`src/rtl/core/rvn_pkg.sv`:
```
// Shared types and constants of the RMS vector normaliser.
package rvn_pkg;

  localparam int MaxHiddenDef = 64;
  localparam int WIDX_W      = 6;
  localparam int DATA_W      = 16;
  localparam int SUM_W       = 36;
  localparam int CNT_W       = 7;
  localparam int EPS_W       = 24;
  localparam int MS_W        = 37;
  localparam int DIVD_W      = 57;
  localparam int ROOT_W      = 29;
  localparam int DIV_STEPS   = 57;
  localparam int SQRT_STEPS  = 29;
  localparam logic [EPS_W-1:0] EPS_RESET = 24'd168;

  localparam logic CMD_WEIGHT = 1'b0;
  localparam logic CMD_SAMPLE = 1'b1;

  localparam logic [2:0] ADDR_EPS = 3'd0;

  typedef struct packed {
    logic                     cmd;
    logic [WIDX_W-1:0]        weight_index;
    logic signed [DATA_W-1:0] data_value;
    logic                     last_sample;
  } in_word_t;

  typedef struct packed {
    logic signed [DATA_W-1:0] y_value;
    logic                     last_out;
  } out_word_t;

  // store write request from front to back
  typedef struct packed {
    logic              we_w;
    logic              we_x;
    logic [WIDX_W-1:0] addr;
    logic [DATA_W-1:0] data;
  } wr_t;

  // one finished row: square sum and sample count
  typedef struct packed {
    logic [SUM_W-1:0] sum;
    logic [CNT_W-1:0] count;
  } job_t;

endpackage

```
`src/rtl/core/rvn_front.sv`:
```
// Front end: accept words, write stores, accumulate squares, post rows.
module rvn_front import rvn_pkg::*; #(
  parameter int MAX_HIDDEN = MaxHiddenDef
) (
  input  logic     clk,
  input  logic     rst_n,
  input  logic     acc,
  input  in_word_t word,
  output wr_t      wr,
  output logic     push,
  output job_t     job
);

  logic [SUM_W-1:0]    sum_r;
  logic [CNT_W-1:0]    cnt_r;
  logic [SUM_W-1:0]    sum_nxt;
  logic [CNT_W-1:0]    cnt_nxt;
  logic signed [31:0]  sq;
  logic                is_smp;
  logic                row_end;

  assign is_smp  = acc && (word.cmd == CMD_SAMPLE);
  assign sq      = word.data_value * word.data_value;
  assign sum_nxt = sum_r + {4'd0, sq};
  assign cnt_nxt = cnt_r + 7'd1;
  assign row_end = word.last_sample || (cnt_nxt == CNT_W'(MAX_HIDDEN));

  always_comb begin
    wr.we_w = acc && (word.cmd == CMD_WEIGHT) &&
              ({26'd0, word.weight_index} < 32'(MAX_HIDDEN));
    wr.we_x = is_smp;
    wr.addr = (word.cmd == CMD_WEIGHT) ? word.weight_index : cnt_r[WIDX_W-1:0];
    wr.data = word.data_value;
  end

  assign push      = is_smp && row_end;
  assign job.sum   = sum_nxt;
  assign job.count = cnt_nxt;

  always_ff @(posedge clk) begin
    if (!rst_n) begin
      sum_r <= '0;
      cnt_r <= '0;
    end else if (is_smp) begin
      if (row_end) begin
        sum_r <= '0;
        cnt_r <= '0;
      end else begin
        sum_r <= sum_nxt;
        cnt_r <= cnt_nxt;
      end
    end
  end

endmodule

```
`config.mk`:
```
export PLATFORM = sky130hd
export DESIGN_NAME = rvn_front
export DESIGN_NICKNAME = d
export VERILOG_FILES = /design/src/rtl/core/rvn_pkg.sv /design/src/rtl/core/rvn_front.sv
export SDC_FILE = /design/constraint.sdc
export NUM_CORES = 1
export LEC_CHECK = 0
export ABC_AREA = 1
export CAP_MARGIN = 20
export CORE_ASPECT_RATIO = 2
export CORE_MARGIN = 1.5
export CORE_UTILIZATION = 65
export CTS_BUF_LIST = sky130_fd_sc_hd__clkbuf_8
export DETAILED_ROUTE_END_ITERATION = 16
export DONT_BUFFER_PORTS = 1
export PLACE_DENSITY_LB_ADDON = 0.12
export SLEW_MARGIN = 20
export SYNTH_ARGS = -nofsm -noshare
export SYNTH_HDL_FRONTEND = slang
export SYNTH_SLANG_ARGS = --single-unit
```
`constraint.sdc`:
```
create_clock -name clk -period 9.5 [get_ports clk]
set_input_delay 0.95 -clock clk [delete_from_list [all_inputs] [get_ports clk]]
set_output_delay 0.95 -clock clk [all_outputs]
set_load 0.05 [all_outputs]
```
# ---- After elaboration in Yosys (flattened, before gate mapping)
# Index checks and enable logic that the tools add are counted.
dict set report word_totals {
  ff_bits 43
  latchBits 0
  mem_bits_rw 0
  mem_bits_ro 0
  n_memories 0
}
dict set report classes {
  add_sub_neg 2
  multipliers 1
  div_mod_pow 0
  order_cmp 0
  eq_ne 1
  shift 0
  n_mux 3
  bitwise_logic 1
  n_reduce_logical 4
}
# cell n
set ops {}
lappend ops {{adder 36 x 32 -> 36 bit} 1}
lappend ops {{two-way mux 36 bit} 1}
lappend ops {{multiplier 16 x 16 -> 32 bit} 1}
lappend ops {{adder 7 x 1 -> 7 bit (second input constant)} 1}
lappend ops {{== test 7 bit (second input constant)} 1}
lappend ops {{two-way mux 7 bit} 1}
lappend ops {{two-way mux 6 bit} 1}
lappend ops {{logical AND 1 bit} 3}
lappend ops {{logical OR 1 bit} 1}
lappend ops {{NOT 1 bit} 1}

# ---- Logic depth before layout (Yosys ltp)
dict set report depth {
  ltp_word 4
  depth_mapped 38
}

# ---- Worst setup path before layout
# No wires, ideal clock.
dict set report synth_path {
  path_type {input port to output port}
  startpoint {input port word[14] (netlist name)}
  endpoint {output port job[41] (netlist name)}
  arrival_ns 7.466
  slack_ns 1.084
  path_stages 31
  path_buffers 2
  cell_sequence {clkbuf_1 > clkbuf_1 > nand2_1 > fa_1 > fa_1 > inv_1 > fa_1 > fa_1 > fa_1 > inv_1 > fa_1 > inv_1 > ha_1 > nand2_1 > inv_1 > nand2_1 > nor3_1 > nand4_1 > nand3_1 > nand3_1 > nand2_1 > xor2_1 > ha_1 > nand2_1 > inv_1 > a21oi_1 > nand2_1 > a21oi_1 > nand2_1 > nand3_1 > and2_1}
}
# item line_no
set synth_rtl {}
lappend synth_rtl {{from (decl)} rvn_front.sv:8} ;# input in_word_t word,
lappend synth_rtl {{to (decl)} rvn_front.sv:11} ;# output job_t job

==> flow_metrics.py <==
metrics = {
    "status": {
        "status": "finished, final reports clean",
    },
    "synthesis": {
        "synth.ff_latch_count": 43,
        "synth-async-reset-ratio_pct": 0,
        "netlist-cell-type-count": 38,
        "synth-main-ff-cell": "dfxtp_1",
        "synth_top_family_by_area": "adder cells",
        "syn_nets": 2280,
        "post_synthesis_average_cell_area_um2": 7.20,
        "synth_compound_area_share_pct": 6.27,
        "postSynthCellCount": 1895,
        "sequential_to_total_area_share_from_yosys_stat_pct": 6.31,
        "synth-simple-area-share_pct": 20.8,
        "syn-cell-area_mm2": 0.0136,
        "synthXorXnorAreaFrac_pct": 3.90,
        "synth-edff-count": 0,
        "synth_fa_ha_area_share_pct": 45.9,
        "synth.area.mux_share_pct": 0.330,
        "yosysWarningCount": 0,
    },
    "cts": {
        "worst_setup_hold_path_clk_slew_ns": 0.09,
        "tritoncts": "built",
        "cts_inserted_buffers": 5,
        "clock_root_buffer": "clkbuf_8",
        "htree_num_levels": 2,
        "clkLatencyLatePin_ns": 0.34,
        "clock_sinks": 43,
        "cts_setup_buffers": 0,
        "clockBufferDepth": 2,
        "ctsHoldBuffers": 0,
    },
    "floorplanning": {
        "design.portCount": 95,
        "start_util_pct": 66.4,
        "die_width_um": 105,
        "dieHeight_um": 208,
        "die-area_mm2": 0.0219,
        "placeableCoreArea_mm2": 0.0206,
        "placementRows": 74,
    },
    "drt": {
        "post-route-drc-count": 0,
        "vias_per_cell": 5.38,
        "first_iter_violations": 481,
        "detail_route.first_pass.iterations": 5,
        "routed_wirelength_um": 36800,
        "wl_per_cell_um": 17.3,
        "routed-via-count": 11419,
        "ant_nets": 0,
    },
    "final_layout": {
        "nFillCells": 1883,
        "net_count_of_the_finished_layout": 2242,
        "area_of_combinational_cells_with_multiple_inputs_mm2": 0.0106,
        "antenna_cells_inserted": 0,
        "layout-drive-gt1-share_pct": 2.58,
        "area_growth_syn_to_layout_pct": 1.90,
        "register_area_um2": 861,
    },
    "setup_path": {
        "cpPeakStageDelay_ns": 0.67,
        "worst-path-max-fanout": 24,
        "worst_setup_path_end_kind": "output pin",
        "cp_data_required_time_ns": 8.55,
        "worstReg2RegStart": "sum_r[2]$_SDFFE_PN0P_",
        "crit_slowest_cell": "fa_1",
        "endpoint_arrival_time_on_the_critical_path_ns": 8.20,
        "startpoint_type": "input pin",
        "critical_path_buf_inv_count": 7,
        "worst_r2r_path_depth": 10,
        "path_depth": 31,
        "path_delay_family": "adder cells",
        "critPathKind": "in2out",
        "cp-startpoint": "word[16]",
    },
    "min_path": {
        "hold_path.startpoint": "sum_r[0]$_SDFFE_PN0P_",
        "min_path_type": "reg2reg",
        "hold-path-cell-count": 2,
    },
    "sta": {
        "finalClockSkew_ns": 0.0145,
        "finalWorstSetupSlack_ns": 0.349,
        "hold_viol_final": 0,
        "worst_slew_pin_slew_ns": 1.18,
        "slew_viol_final": 0,
        "maxSlewHeadroom_pct": 21.3,
        "tightest_hold_margin_ns": 0.477,
        "max_freq_mhz": 109,
        "setup_repair_after_global_routing_missed_its_margin": "false",
        "finalCritPeriodShare_pct": 96.3,
        "timing.final.setup_violations": 0,
        "final_period_minus_worst_setup_slack_ns": 9.15,
    },
    "flow_run": {
        "cap_violations": 0,
    },
    "grt": {
        "globalRouteOverflowTotal": 0,
        "antenna_violations_before_repair": 0,
        "vias_in_the_first_global_route": 12450,
        "global_route.usage.total_pct": 35.6,
        "grt_first_pass_wirelength_um": 60000,
        "largest_net_degree_at_the_start_of_global_routing": 44,
    },
    "placement": {
        "preCtsSetupSlack_ns": -0.116,
        "dp.final_hpwl_um": 31500,
        "finalWeightedCongestion": 1.06,
        "placement.io_buffers": 0,
    },
}
[stage by stage]
| step | std cells | utilization, % | setup TNS [ns] | cell area, um2 |
|---|---|---|---|---|
| CTS | 2123 | 67.4 | 0 | 13900 |
| global route | 2124 | 67.7 | 0 | 13900 |
| global placement | 2115 | 67.0 | -0.152 | 13800 |
| finish | 2124 | 67.7 | 0 | 13900 |
| floorplan | 1895 | - | 0 | 13600 |
| detailed placement | 2115 | 67.0 | -0.116 | 13800 |
[synth_stat cells (6+ instances only)]
cell type	instances	area, um2
xnor2_1	21	184
fa_1	237	4740
nor3_1	16	80.1
nand2_1	493	1850
o21bai_1	9	67.6
a21oi_1	106	531
nand4_1	11	68.8
nand3b_1	7	52.6
and2_1	11	68.8
a21o_1	6	45.0
ha_1	121	1510
dfxtp_1	43	861
buf_4	17	128
inv_1	514	1930
xor2_1	36	315
clkbuf_1	40	150
nor2_1	87	327
o21ai_0	24	120
nand3_1	58	290
[placed cells by master, fill, tap and decap left out, types with 3 or more instances in the layout]
cell type and count:
mux2_2 4, o21bai_1 9, nor3_1 14, or2_2 3, o21ai_0 24, a21oi_1 105, nand3b_1 7, ha_1 121
nand2_1 493, a21o_1 6, nor2_1 87, a31oi_1 3, xnor2_1 21, xor2_1 36, inv_1 515, buf_4 15
nand4_1 11, and2_1 8, fa_1 237, nand3_1 57, clkbuf_8 5, dfxtp_1 43, a31o_2 3
[area by class of cell]
type	instances	share of cell area [%]
multi-input combinational	1275	75.9
inverter	516	13.9
sequential	43	6.19
tap	266	2.39
timing repair buffer	16	1.01
clock buffer	5	0.495
clock inverter	3	0.117
[sequential cells by signal (all words and copies together) (netlist names)]
register,cells
sum_r,36
cnt_r,7
[worst register-to-register path, stage by stage (launching register included)]
cell and delay, ns:
dfxtp_1 0.32, ha_1 0.34, nand3_1 0.11, nand2_1 0.30, nand2_1 0.09, nand2_1 0.21
nand2_1 0.08, nand2_1 0.18, xor2_1 0.89, nand2_1 0.12, a21oi_1 0.15
[final timing paths]
kind / end / slack, ns
setup reg to reg: sum_r[9]$_SDFFE_PN0P_ / 6.66
hold / removal: sum_r[0]$_SDFFE_PN0P_ / 0.48
hold reg to reg: sum_r[0]$_SDFFE_PN0P_ / 0.48
setup / recovery: job[35] / 0.35
[cells by family after synthesis]
logic type	after synthesis
xor gates and xnor gates	59
DFF	43
muxes	4
buffers and inverters	577
adders and majority gates	358
AOI/OAI and AO/OA	157
and+or+nand+nor	697
[routing by layer]
layer	GRT usage [%]	wire length [um]	vias up	share of wire, %
met5	0	0	-	0
met3	2.94	1360	150	3.7
met1	33.4	11800	5456	32
li1	-	-	5479	-
met4	26.5	3110	0	8.4
met2	69.4	20500	334	56
[repair_timing]
action,CTS,global route
gates resized for setup,1,7
endpoints found under the hold margin,0,0
endpoints found under the setup margin,1,10
Power is left out: the tool's default activity adds up to more than one toggle a clock period on the data nets, which glitch-free logic cannot reach.
