$ cat src/rtl/core/rvn_pkg.sv
// Shared types and constants of the RMS vector normaliser.
package rvn_pkg;

  localparam int MaxHiddenDef = 64;
  localparam int WIDX_W      = 6;
  localparam int DATA_W      = 16;
  localparam int SUM_W       = 36;
  localparam int CNT_W       = 7;
  localparam int EPS_W       = 24;
  localparam int MS_W        = 37;
  localparam int DIVD_W      = 57;
  localparam int ROOT_W      = 29;
  localparam int DIV_STEPS   = 57;
  localparam int SQRT_STEPS  = 29;
  localparam logic [EPS_W-1:0] EPS_RESET = 24'd168;

  localparam logic CMD_WEIGHT = 1'b0;
  localparam logic CMD_SAMPLE = 1'b1;

  localparam logic [2:0] ADDR_EPS = 3'd0;

  typedef struct packed {
    logic                     cmd;
    logic [WIDX_W-1:0]        weight_index;
    logic signed [DATA_W-1:0] data_value;
    logic                     last_sample;
  } in_word_t;

  typedef struct packed {
    logic signed [DATA_W-1:0] y_value;
    logic                     last_out;
  } out_word_t;

  // store write request from front to back
  typedef struct packed {
    logic              we_w;
    logic              we_x;
    logic [WIDX_W-1:0] addr;
    logic [DATA_W-1:0] data;
  } wr_t;

  // one finished row: square sum and sample count
  typedef struct packed {
    logic [SUM_W-1:0] sum;
    logic [CNT_W-1:0] count;
  } job_t;

endpackage

$ cat src/rtl/core/rvn_queue.sv
// Two-entry queue of finished rows between front and back.
module rvn_queue import rvn_pkg::*; (
  input  logic clk,
  input  logic rst_n,
  input  logic push,
  input  job_t push_job,
  input  logic pop,
  output job_t pop_job,
  output logic empty,
  output logic full
);

  job_t       mem_r [2];
  logic       wp_r;
  logic       rp_r;
  logic [1:0] cnt_r;

  assign empty   = (cnt_r == 2'd0);
  assign full    = (cnt_r == 2'd2);
  assign pop_job = mem_r[rp_r];

  always_ff @(posedge clk) begin
    if (push && !full) begin
      mem_r[wp_r] <= push_job;
    end
  end

  always_ff @(posedge clk) begin
    if (!rst_n) begin
      wp_r  <= 1'b0;
      rp_r  <= 1'b0;
      cnt_r <= 2'd0;
    end else begin
      if (push && !full) wp_r <= ~wp_r;
      if (pop && !empty) rp_r <= ~rp_r;
      cnt_r <= cnt_r + {1'b0, push && !full} - {1'b0, pop && !empty};
    end
  end

endmodule

$ cat config.mk
export PLATFORM = sky130hd
export DESIGN_NAME = rvn_queue
export DESIGN_NICKNAME = d
export VERILOG_FILES = /design/src/rtl/core/rvn_pkg.sv /design/src/rtl/core/rvn_queue.sv
export SDC_FILE = /design/constraint.sdc
export NUM_CORES = 1
export LEC_CHECK = 0
export ABC_AREA = 1
export BUFFER_PORTS_ARGS = -buffer_cell sky130_fd_sc_hd__buf_2
export CAP_MARGIN = 25
export CELL_PAD_IN_SITES_DETAIL_PLACEMENT = 1
export CELL_PAD_IN_SITES_GLOBAL_PLACEMENT = 1
export CORE_ASPECT_RATIO = 1.2
export CORE_MARGIN = 5
export CORE_UTILIZATION = 44
export DETAILED_ROUTE_END_ITERATION = 10
export MAX_ROUTING_LAYER = met4
export PLACE_DENSITY_LB_ADDON = 0.05
export SYNTH_ARGS = -nofsm -noshare
export SYNTH_HDL_FRONTEND = slang
export SYNTH_SLANG_ARGS = --single-unit
export TNS_END_PERCENT = 1
$ cat constraint.sdc
create_clock -name clk -period 3.22 [get_ports clk]
set_clock_uncertainty 0.05 [all_clocks]
set_input_delay 0.161 -clock clk [delete_from_list [all_inputs] [get_ports clk]]
set_output_delay 0.161 -clock clk [all_outputs]
set_load 0.02 [all_outputs]
# After elaboration in Yosys (flattened, before gate mapping)

Memory sizes are Yosys's and may differ from the RTL's. A register that Yosys moved wholly into a read port is not among the register bits.
Cells that the tools add are included.

Bits in registers: 4
Latch bits: 0
RAM bits: 86
Bits in read-only memories: 0
Logic and storage cells: 18
Memories kept: 1

Add/sub/neg operators: 2
Multiply operators: 0
Divide/modulo/power cells: 0
$lt $le $gt $ge: 0
Equal/unequal tests: 1
Shift operators: 0
Muxes and demuxes: 4
Bitwise gates (word level): 2
Reduce and logical (&&, ||, !) cells: 5

Memories:

| memory | words | bits a word | rd ports | clocked after memory_dff | wr ports | line            | source |
|---|---|---|---|---|---|---|---|
| mem_r  | 2     | 43          | 1        | 1                        | 1        | rvn_queue.sv:13 | `job_t mem_r [2];` |

Operators with widths:

| operator                             | number |
|---|---|
| two-way mux 1 bit                    | 4 |
| adder 2 x 1 -> 2 bit                 | 1 |
| == test 2 bit, second input constant | 1 |
| logical AND 1 bit                    | 2 |
| logical NOT 1 bit                    | 2 |
| logical NOT 2 bit                    | 1 |
| inverter 1 bit                       | 2 |
| subtractor 2 x 1 -> 2 bit            | 1 |

# Longest topological paths before layout

Gate-level depths: netlist of the first run.

Word-level depth: 5
Mapped depth: 11
Mapped depth without buffers: 11

# Least setup slack after synthesis of the first run

OpenSTA, ideal clock, no wires.

Path type: register to register
From: register cnt_r[0]
To: memory mem_r[0][0] (netlist bit), enable pin
Setup time: 0.443 ns
Data arrival time: 2.368 ns
Required time: 2.727 ns
Slack: 0.359 ns
Stages on the path, launching flop included: 5
Path buffers: 0
Clock period less this slack: 2.861 ns
Cells stage by stage: dfxtp_1 -> inv_1 -> nand2_1 -> nand2_1 -> nor2_1

Cells in the longest elaborated chain, start to end: 5

Ends and longest elaborated chain:

| item                                    | line            | source |
|---|---|---|
| from (decl)                             | rvn_queue.sv:16 | `logic [1:0] cnt_r;` |
| from (signal assigned)                  | rvn_queue.sv:36 | `cnt_r <= cnt_r + {1'b0, push && !full} - {1'b0, pop && !empty};` |
| == test 2 bit                           | rvn_queue.sv:19 | `assign full = (cnt_r == 2'd2);` |
| logical NOT 1 bit                       | rvn_queue.sv:23 | `if (push && !full) begin` |
| logical AND 1 bit                       | rvn_queue.sv:23 |  |
| two-way mux 1 bit                       | rvn_queue.sv:23 |  |
| two-way mux 1 bit (not written as such) | rvn_queue.sv:24 | `mem_r[wp_r] <= push_job;` |
| to (decl)                               | rvn_queue.sv:13 |  |

Every way passes these cells.

==> results of run 1 <==
[routing by layer]
| layer | up-vias | track usage | wire length (um) |
|---|---|---|---|
| met5 | - | - | 0 |
| met4 | 0 | 0.05732 | 93 |
| met3 | 7 | 0.03619 | 273 |
| met2 | 56 | 0.2552 | 3519 |
| met1 | 928 | 0.1455 | 2597 |
| li1 | 929 | - | - |
[cells in the final DEF, fill, tap and decap left out]
master	instances
a21oi_1	2
buf_12	1
buf_2	91
buf_4	1
bufinv_16	2
clkbuf_1	3
clkbuf_8	9
clkinvlp_4	2
dfxtp_1	4
dfxtp_2	1
dlygate4sd3_1	44
edfxtp_1	86
ha_1	2
inv_1	8
inv_2	1
mux2_2	3
mux2_4	40
nand2_1	9
nand3_1	3
nor2_1	7
nor2_4	1
[worst paths after layout]
check | endpoint | slack, ps | cells past startpoint
worst max-delay path | pop_job[42] | 1110 | 3
worst min register to register | rp_r | 500 | 2
worst max register to register | mem_r[1][25] | 1420 | 4
worst min-delay path | rp_r | 100 | 4
[cells by family (layout without fill, tap and decap cells)]
logic type,after synthesis,count (layout),share of synthesized area
mux,43,43,0.1784
buf+inv,14,162,0.03519
flops,91,91,0.7544
compound gates,2,2,0.002815
simple gates,20,20,0.02217
fa+ha+maj,2,2,0.007036
[registers in the layout, summed over array words and instances, names as in the netlist, named ones only]
signal and cells:
wp_r 1, rp_r 1, mem_r 86, cnt_r 2
[worst register-to-register path: stages, from the launching register on]
cell     delay (ps)
dfxtp_1         360
inv_1            60
nand2_1         110
nand3_1         120
inv_2           720
[metrics by stage]
| stage | util | instances | setup WS (ps) | hold WS [ps] | power [mW] |
|---|---|---|---|---|---|
| floorplan | - | 172 | 359.1 | 204.5 | 2.393 |
| global placement | 0.5083 | 355 | 1427 | 297.9 | 2.629 |
| detailed placement | 0.5083 | 355 | 1367 | 302.2 | 2.657 |
| CTS | 0.5894 | 415 | 1063 | 85.64 | 3.510 |
| global route | 0.5894 | 415 | 979.4 | 97.70 | 3.645 |
| finish | 0.5894 | 415 | 1111 | 99.31 | 3.447 |
[cell type report]
cell class / count / area share
Clock inverter: 4 / 0.01589
Timing Repair Buffer: 137 / 0.1954
Clock buffer: 12 / 0.02859
Inverter: 9 / 0.007149
Sequential cell: 91 / 0.5679
Tap cell: 95 / 0.02515
Multi-Input combinational cell: 67 / 0.1599
[power by group through the flow]
stage / registers (mW) / logic [mW] / clock network, mW
final: 1.59 / 1.05 / 0.805
after detailed placement: 1.62 / 1.04 / 0
after CTS: 1.59 / 1.08 / 0.835
after global placement: 1.61 / 1.02 / 0
after floorplan: 1.57 / 0.821 / 0
after global routing: 1.61 / 1.14 / 0.896
[repair_timing]
action	in CTS	in global routing
hold buffers	44	0
buffers inserted	0	0
resized for setup	0	0
setup endpoints to repair	0	0
hold endpoints to repair	87	0
==> impl_metrics.csv, run 1 <==
group,metric,value,unit
clock_tree,cts_tree,"done",
finish,syn2layout_area_growth,32.90,%
min_path,worstHoldStart,"pop",
pwr,switchingPower,1.021,mW
clock_tree,cts_buffer_depth,2,
worst_setup_path,r2r_start,"cnt_r[0]",
global_routing,overflow,0,
logic_synthesis,yosysTopAreaCell,"edfxtp_1",
placed_design,placed_area,4075,um^2
die,die_w,92.07,um
logic_synthesis,synth_edf_count,86,
flow_run,max-cap-violations,0,
global_routing,grt_pass1_wl,10130,um
logic_synthesis,synthCells,172,
global_routing,antenna_found_initial,0,
timing,finalCritPeriodShare,0.6551,
logic_synthesis,synth_cell_types,12,
timing,rsz0062_at_grt,"false",
die,io_pins,92,
logic_synthesis,synthesis.nets,221,
pwr,pwr-share-seq,0.461,
timing,slew_violations,0,
finish,stdcell_area,4726,um^2
clock_tree,cts_root_buf,"clkbuf_8",
finish,multi_input_area,755.7,um^2
finish,layout.nets,364,
die,core_area,8018,um^2
pwr,power_frac_clock,0.234,
routing,first_iter_violations,51,
pwr,internal_power,2.426,mW
pwr,comb_power_share,0.306,
finish,layout-drive-gt1-share,0.4750,
timing,tightest_slew,954.4,ps
placed_design,place_congestion,0.7396,
finish,seqCellArea,2684,um^2
die,placementRows,36,
logic_synthesis,synth_top_cell_area_share,0.7262,
worst_setup_path,setup.worst_path.end_class,"primary output",
logic_synthesis,syn_area_per_cell,20.67,um^2
routing,first_pass_iters,4,
routing,drc_errors,0,
timing,setup_tns,0,ps
run_status,status,"completed",
routing,viasPerCell,4.627,
timing,maxSlewHeadroom,0.3628,
logic_synthesis,async_reset_ff_frac,0,
pwr,leakage,1.904,nW
clock_tree,clk_latency,340,ps
worst_setup_path,crit_path_top_delay_cell,"dfxtp_2",
placed_design,portBuffers,91,
timing,setup_viol,0,
routing,vias,1920,
logic_synthesis,synth_area,3556,um^2
logic_synthesis,yosys-top-cells-area,"edfxtp_1 (73%), mux2_4 (17%), dfxtp_1 (2.8%), buf_12 (2.3%), inv_1 (0.95%)",
global_routing,grt_pass1_vias,2149,
die,die_area,9987,um^2
timing,finalCriticalPeriod,2109,ps
routing,wirelength,6484,um
worst_setup_path,cp_max_fo,28,
logic_synthesis,ys_ff_latch,91,
pwr,power_density,729.5,nW/um^2
min_path,min_path_type,"in -> reg",
clock_tree,cts_sinks,91,
worst_setup_path,path_delay_family,"flip-flops",
logic_synthesis,synthMostInstantiatedCell,"edfxtp_1",
worst_setup_path,path_class,"reg -> out",
placed_design,dp_hpwl,4092,um
worst_setup_path,crit_chain,"buf_12 > mux2_2 > buf_2",
die,die_y,108.5,um
logic_synthesis,synthTopCellsByCount,"edfxtp_1 (86), mux2_4 (40), inv_1 (9), nand2_1 (9), nor2_1 (8)",
clock_tree,cts-buffers-inserted,9,
logic_synthesis,synth_flop_cell,"edfxtp_1",
worst_setup_path,cp_slowest_stage_delay,700,ps
pwr,swShare,0.2962,
logic_synthesis,ys_warn_count,0,
routing,antenna_left,0,
logic_synthesis,synth_seq_area_share,0.7544,
finish,fillCellCount,760,
timing,hold_viol_final,0,
worst_setup_path,worstPathArrival,1900,ps
global_routing,grt_max_degree,44,
worst_setup_path,required,3010,ps
routing,wl_per_cell,15.62,um
global_routing,track_usage,0.1409,
die,start_util,0.4435,
finish,antenna_cells,0,
timing,max_freq,0.4741,GHz
clock_tree,clk_pin_slew_worst_paths,80,ps
pwr,irDropWorstVdd,408.8,uV
clock_tree,ctsHtreeMaxLevel,3,
worst_setup_path,cp_num_buf_inv,2,
worst_setup_path,worst_setup_path_start_kind,"flip-flop",
(Power assumes the default switching activity.)
==> inputs of run 2 (changes only) <==
ABC_AREA = 0   (was 1)
clock period = 2.1 ns   (was 3.22 ns; I/O delays follow)
==> run 2 against run 1 <==
  * Largest power group unchanged
  * Sequential share of layout area barely moved
  * Non-clock buffer count rose by 4
  * Critical path depth rose by 5
  * Count of clock-buffer cells in the layout did not move
  * Clock power rose by 53%
  * Worst setup slack got worse by 780 ps
  * Power rose by 52%
  * Sequential cell count did not move
==> impl_metrics.csv, run 2 <==
group,metric,value,unit
logic_synthesis,synth_seq_area_share,0.7571,
routing,vias,1930,
finish,mostFrequentLayoutCell,"buf_2",
logic_synthesis,synthesis.nets,208,
routing,first_pass_iters,4,
worst_setup_path,cp_max_fo,4,
timing,tightest_slew,418.5,ps
pwr,irDropWorstVdd,529.4,uV
die,die_w,91.92,um
clock_tree,cts_sinks,91,
logic_synthesis,yosys-top-cells-area,"edfxtp_1 (73%), mux2_4 (17%), dfxtp_1 (2.8%), buf_12 (2.3%), mux2_2 (0.95%)",
routing,antenna_left,0,
routing,wirelength,6977,um
placed_design,place_congestion,0.7766,
global_routing,grt_pass1_wl,10810,um
finish,antenna_cells,0,
global_routing,use_met1,0.1569,
logic_synthesis,synth_flop_cell,"edfxtp_1",
clock_tree,clk_latency,340,ps
worst_setup_path,reg2reg_slack,330,ps
clock_tree,cts-buffers-inserted,9,
global_routing,globalRouteMet2Util,0.2782,
logic_synthesis,ys_warn_count,0,
logic_synthesis,synthMostInstantiatedCell,"edfxtp_1",
pwr,leakage,1.886,nW
logic_synthesis,synth_top_cell_area_share,0.7288,
timing,setup_tns,0,ps
worst_setup_path,cp_slowest_stage_delay,390,ps
routing,drc_errors,0,
worst_setup_path,crit_path_top_delay_cell,"dfxtp_1",
clock_tree,cts_root_buf,"clkbuf_8",
timing,finalCritPeriodShare,0.8423,
min_path,min_path_type,"in -> reg",
global_routing,use_met3,0.03410,
min_path,min_path_cells,3,
finish,syn2layout_area_growth,33.44,%
timing,final.setup.worst_slack,331.3,ps
finish,final_cell_mix,"buf_2 (91), edfxtp_1 (86), dlygate4sd3_1 (44), mux2_4 (40), clkbuf_8 (9)",
flow_run,max-cap-violations,0,
logic_synthesis,synth_cell_types,17,
die,die_y,108.3,um
routing,viasPerCell,4.789,
global_routing,track_usage,0.1510,
run_status,status,"completed",
placed_design,dp_hpwl,4423,um
min_path,min_delay_worst_endpoint,"wp_r",
clock_tree,cts_tree,"done",
worst_setup_path,r2r_cells,8,
finish,layout-drive-gt1-share,0.5016,
timing,rsz0062_at_grt,"false",
timing,maxSlewHeadroom,0.7210,
logic_synthesis,synthCells,159,
routing,wl_per_cell,17.31,um
logic_synthesis,synth_area,3543,um^2
finish,top_regs,"mem_r (86), cnt_r (2)",
die,start_util,0.4571,
logic_synthesis,ys_ff_latch,91,
worst_setup_path,worstPathArrival,1960,ps
finish,largest_reg_flops,86,
global_routing,overflow,0,
global_routing,grt_max_degree,28,
worst_setup_path,r2r-end,"cnt_r[1]",
min_path,worstHoldStart,"push",
logic_synthesis,synthTopCellsByCount,"edfxtp_1 (86), mux2_4 (40), dfxtp_1 (5)",
finish,layout.nets,355,
timing,setup_viol,0,
worst_setup_path,path_class,"reg -> reg",
timing,max_freq,0.5654,GHz
worst_setup_path,worst_setup_path_start_kind,"flip-flop",
worst_setup_path,r2r_start,"cnt_r[0]",
pwr,power_density,1109,nW/um^2
placed_design,pre_cts_ws,327.5,ps
worst_setup_path,setup.worst_path.end_class,"flip-flop",
logic_synthesis,synth_edf_count,86,
finish,top_register,"mem_r",
timing,slew_violations,0,
worst_setup_path,required,2290,ps
clock_tree,cts_buffer_depth,2,
timing,hold_viol_final,0,
die,placementRows,35,
global_routing,antenna_found_initial,0,
die,core_area,7751,um^2
timing,finalCriticalPeriod,1769,ps
routing,first_iter_violations,97,
logic_synthesis,async_reset_ff_frac,0,
placed_design,portBuffers,91,
global_routing,grt_pass1_vias,2107,
clock_tree,clk_pin_slew_worst_paths,80,ps
logic_synthesis,yosysTopAreaCell,"edfxtp_1",
global_routing,grt-busiest-layer,"met2",
worst_setup_path,crit_chain,"nand2b_1 > nand2_1 > ha_1 > inv_1 > ha_1 > xnor2_1 > xnor2_1 > and2_1",
logic_synthesis,syn_area_per_cell,22.29,um^2
clock_tree,ctsHtreeMaxLevel,3,
die,die_area,9955,um^2
die,io_pins,92,
[run 2: what timing repair did]
action                    in CTS  in global routing
hold endpoints to repair      90                  0
hold buffers                  44                  0
buffers inserted               0                  0
resized for setup              0                  0
[run 2: worst max path at each step]
| stage | start | cells past startpoint | to | slack (ps) |
|---|---|---|---|---|
| after floorplan | cnt_r[0] | 2 | mem_r[1][0] | 70 |
| after global placement | cnt_r[0] | 8 | cnt_r[1] | 380 |
| after detailed placement | cnt_r[0] | 8 | cnt_r[1] | 330 |
| after CTS | flip-flop | 3 | pop_job[1] | 290 |
| after global routing | cnt_r[0] | 8 | cnt_r[1] | 210 |
| final | cnt_r[0] | 8 | cnt_r[1] | 330 |
[run 2: metal layers]
metal	part of all wire	vias up
li1	-	907
met1	0.38	966
met2	0.56	53
met3	0.048	4
met4	0.0076	0
met5	0	-
[run 2: cell type report]
| type | instances | area (um^2) |
|---|---|---|
| clock buffer | 12 | 135.1 |
| clock inverter | 4 | 75.07 |
| fill | 714 | 3023 |
| inverter | 2 | 7.507 |
| multi-input combinational | 61 | 770.7 |
| sequential | 91 | 2684 |
| tap | 92 | 115.1 |
| timing repair buffer | 141 | 940.9 |
[run 2: through the flow]
step / hold WS (ps) / utilization / power [mW] / cell area [um^2] / cells
after floorplan: 153.9 / - / 3.640 / 3551 / 159
after detailed placement: 246.3 / 0.5261 / 4.016 / 4078 / 343
after CTS: 108.3 / 0.6100 / 5.329 / 4728 / 403
after global routing: 115.6 / 0.6100 / 5.525 / 4728 / 403
final: 125.2 / 0.6100 / 5.243 / 4728 / 403
after global placement: 242.3 / 0.5261 / 3.982 / 4078 / 343
[run 2: cells by family (layout without fill, tap and decap cells)]
| family | Yosys count | in the layout | share of synthesized area |
|---|---|---|---|
| flip-flops | 91 | 91 | 0.7571 |
| multiplexers | 44 | 44 | 0.1819 |
| AND/OR/NAND/NOR | 11 | 11 | 0.01660 |
| buffers and inverters | 7 | 159 | 0.02790 |
| XOR/XNOR | 3 | 3 | 0.007417 |
| adder cells (fa/ha/maj) | 2 | 2 | 0.007061 |
| AO/OA/AOI/OAI | 1 | 1 | 0.002119 |
[run 2: worst max-delay path: cells and delay by family (launching register included)]
family                   cells  cell delay [ps]
XOR/XNOR                     2              250
adder cells (fa/ha/maj)      2              490
AND/OR/NAND/NOR              3              460
flip-flops                   1              390
buffers and inverters        1               40
[run 2: power by group]
group / total, mW / internal, mW / switching (mW)
clock: 1.23 / 0.672 / 0.562
combinational: 1.65 / 0.762 / 0.890
sequential: 2.36 / 2.28 / 0.0777
total: 5.24 / 3.71 / 1.53
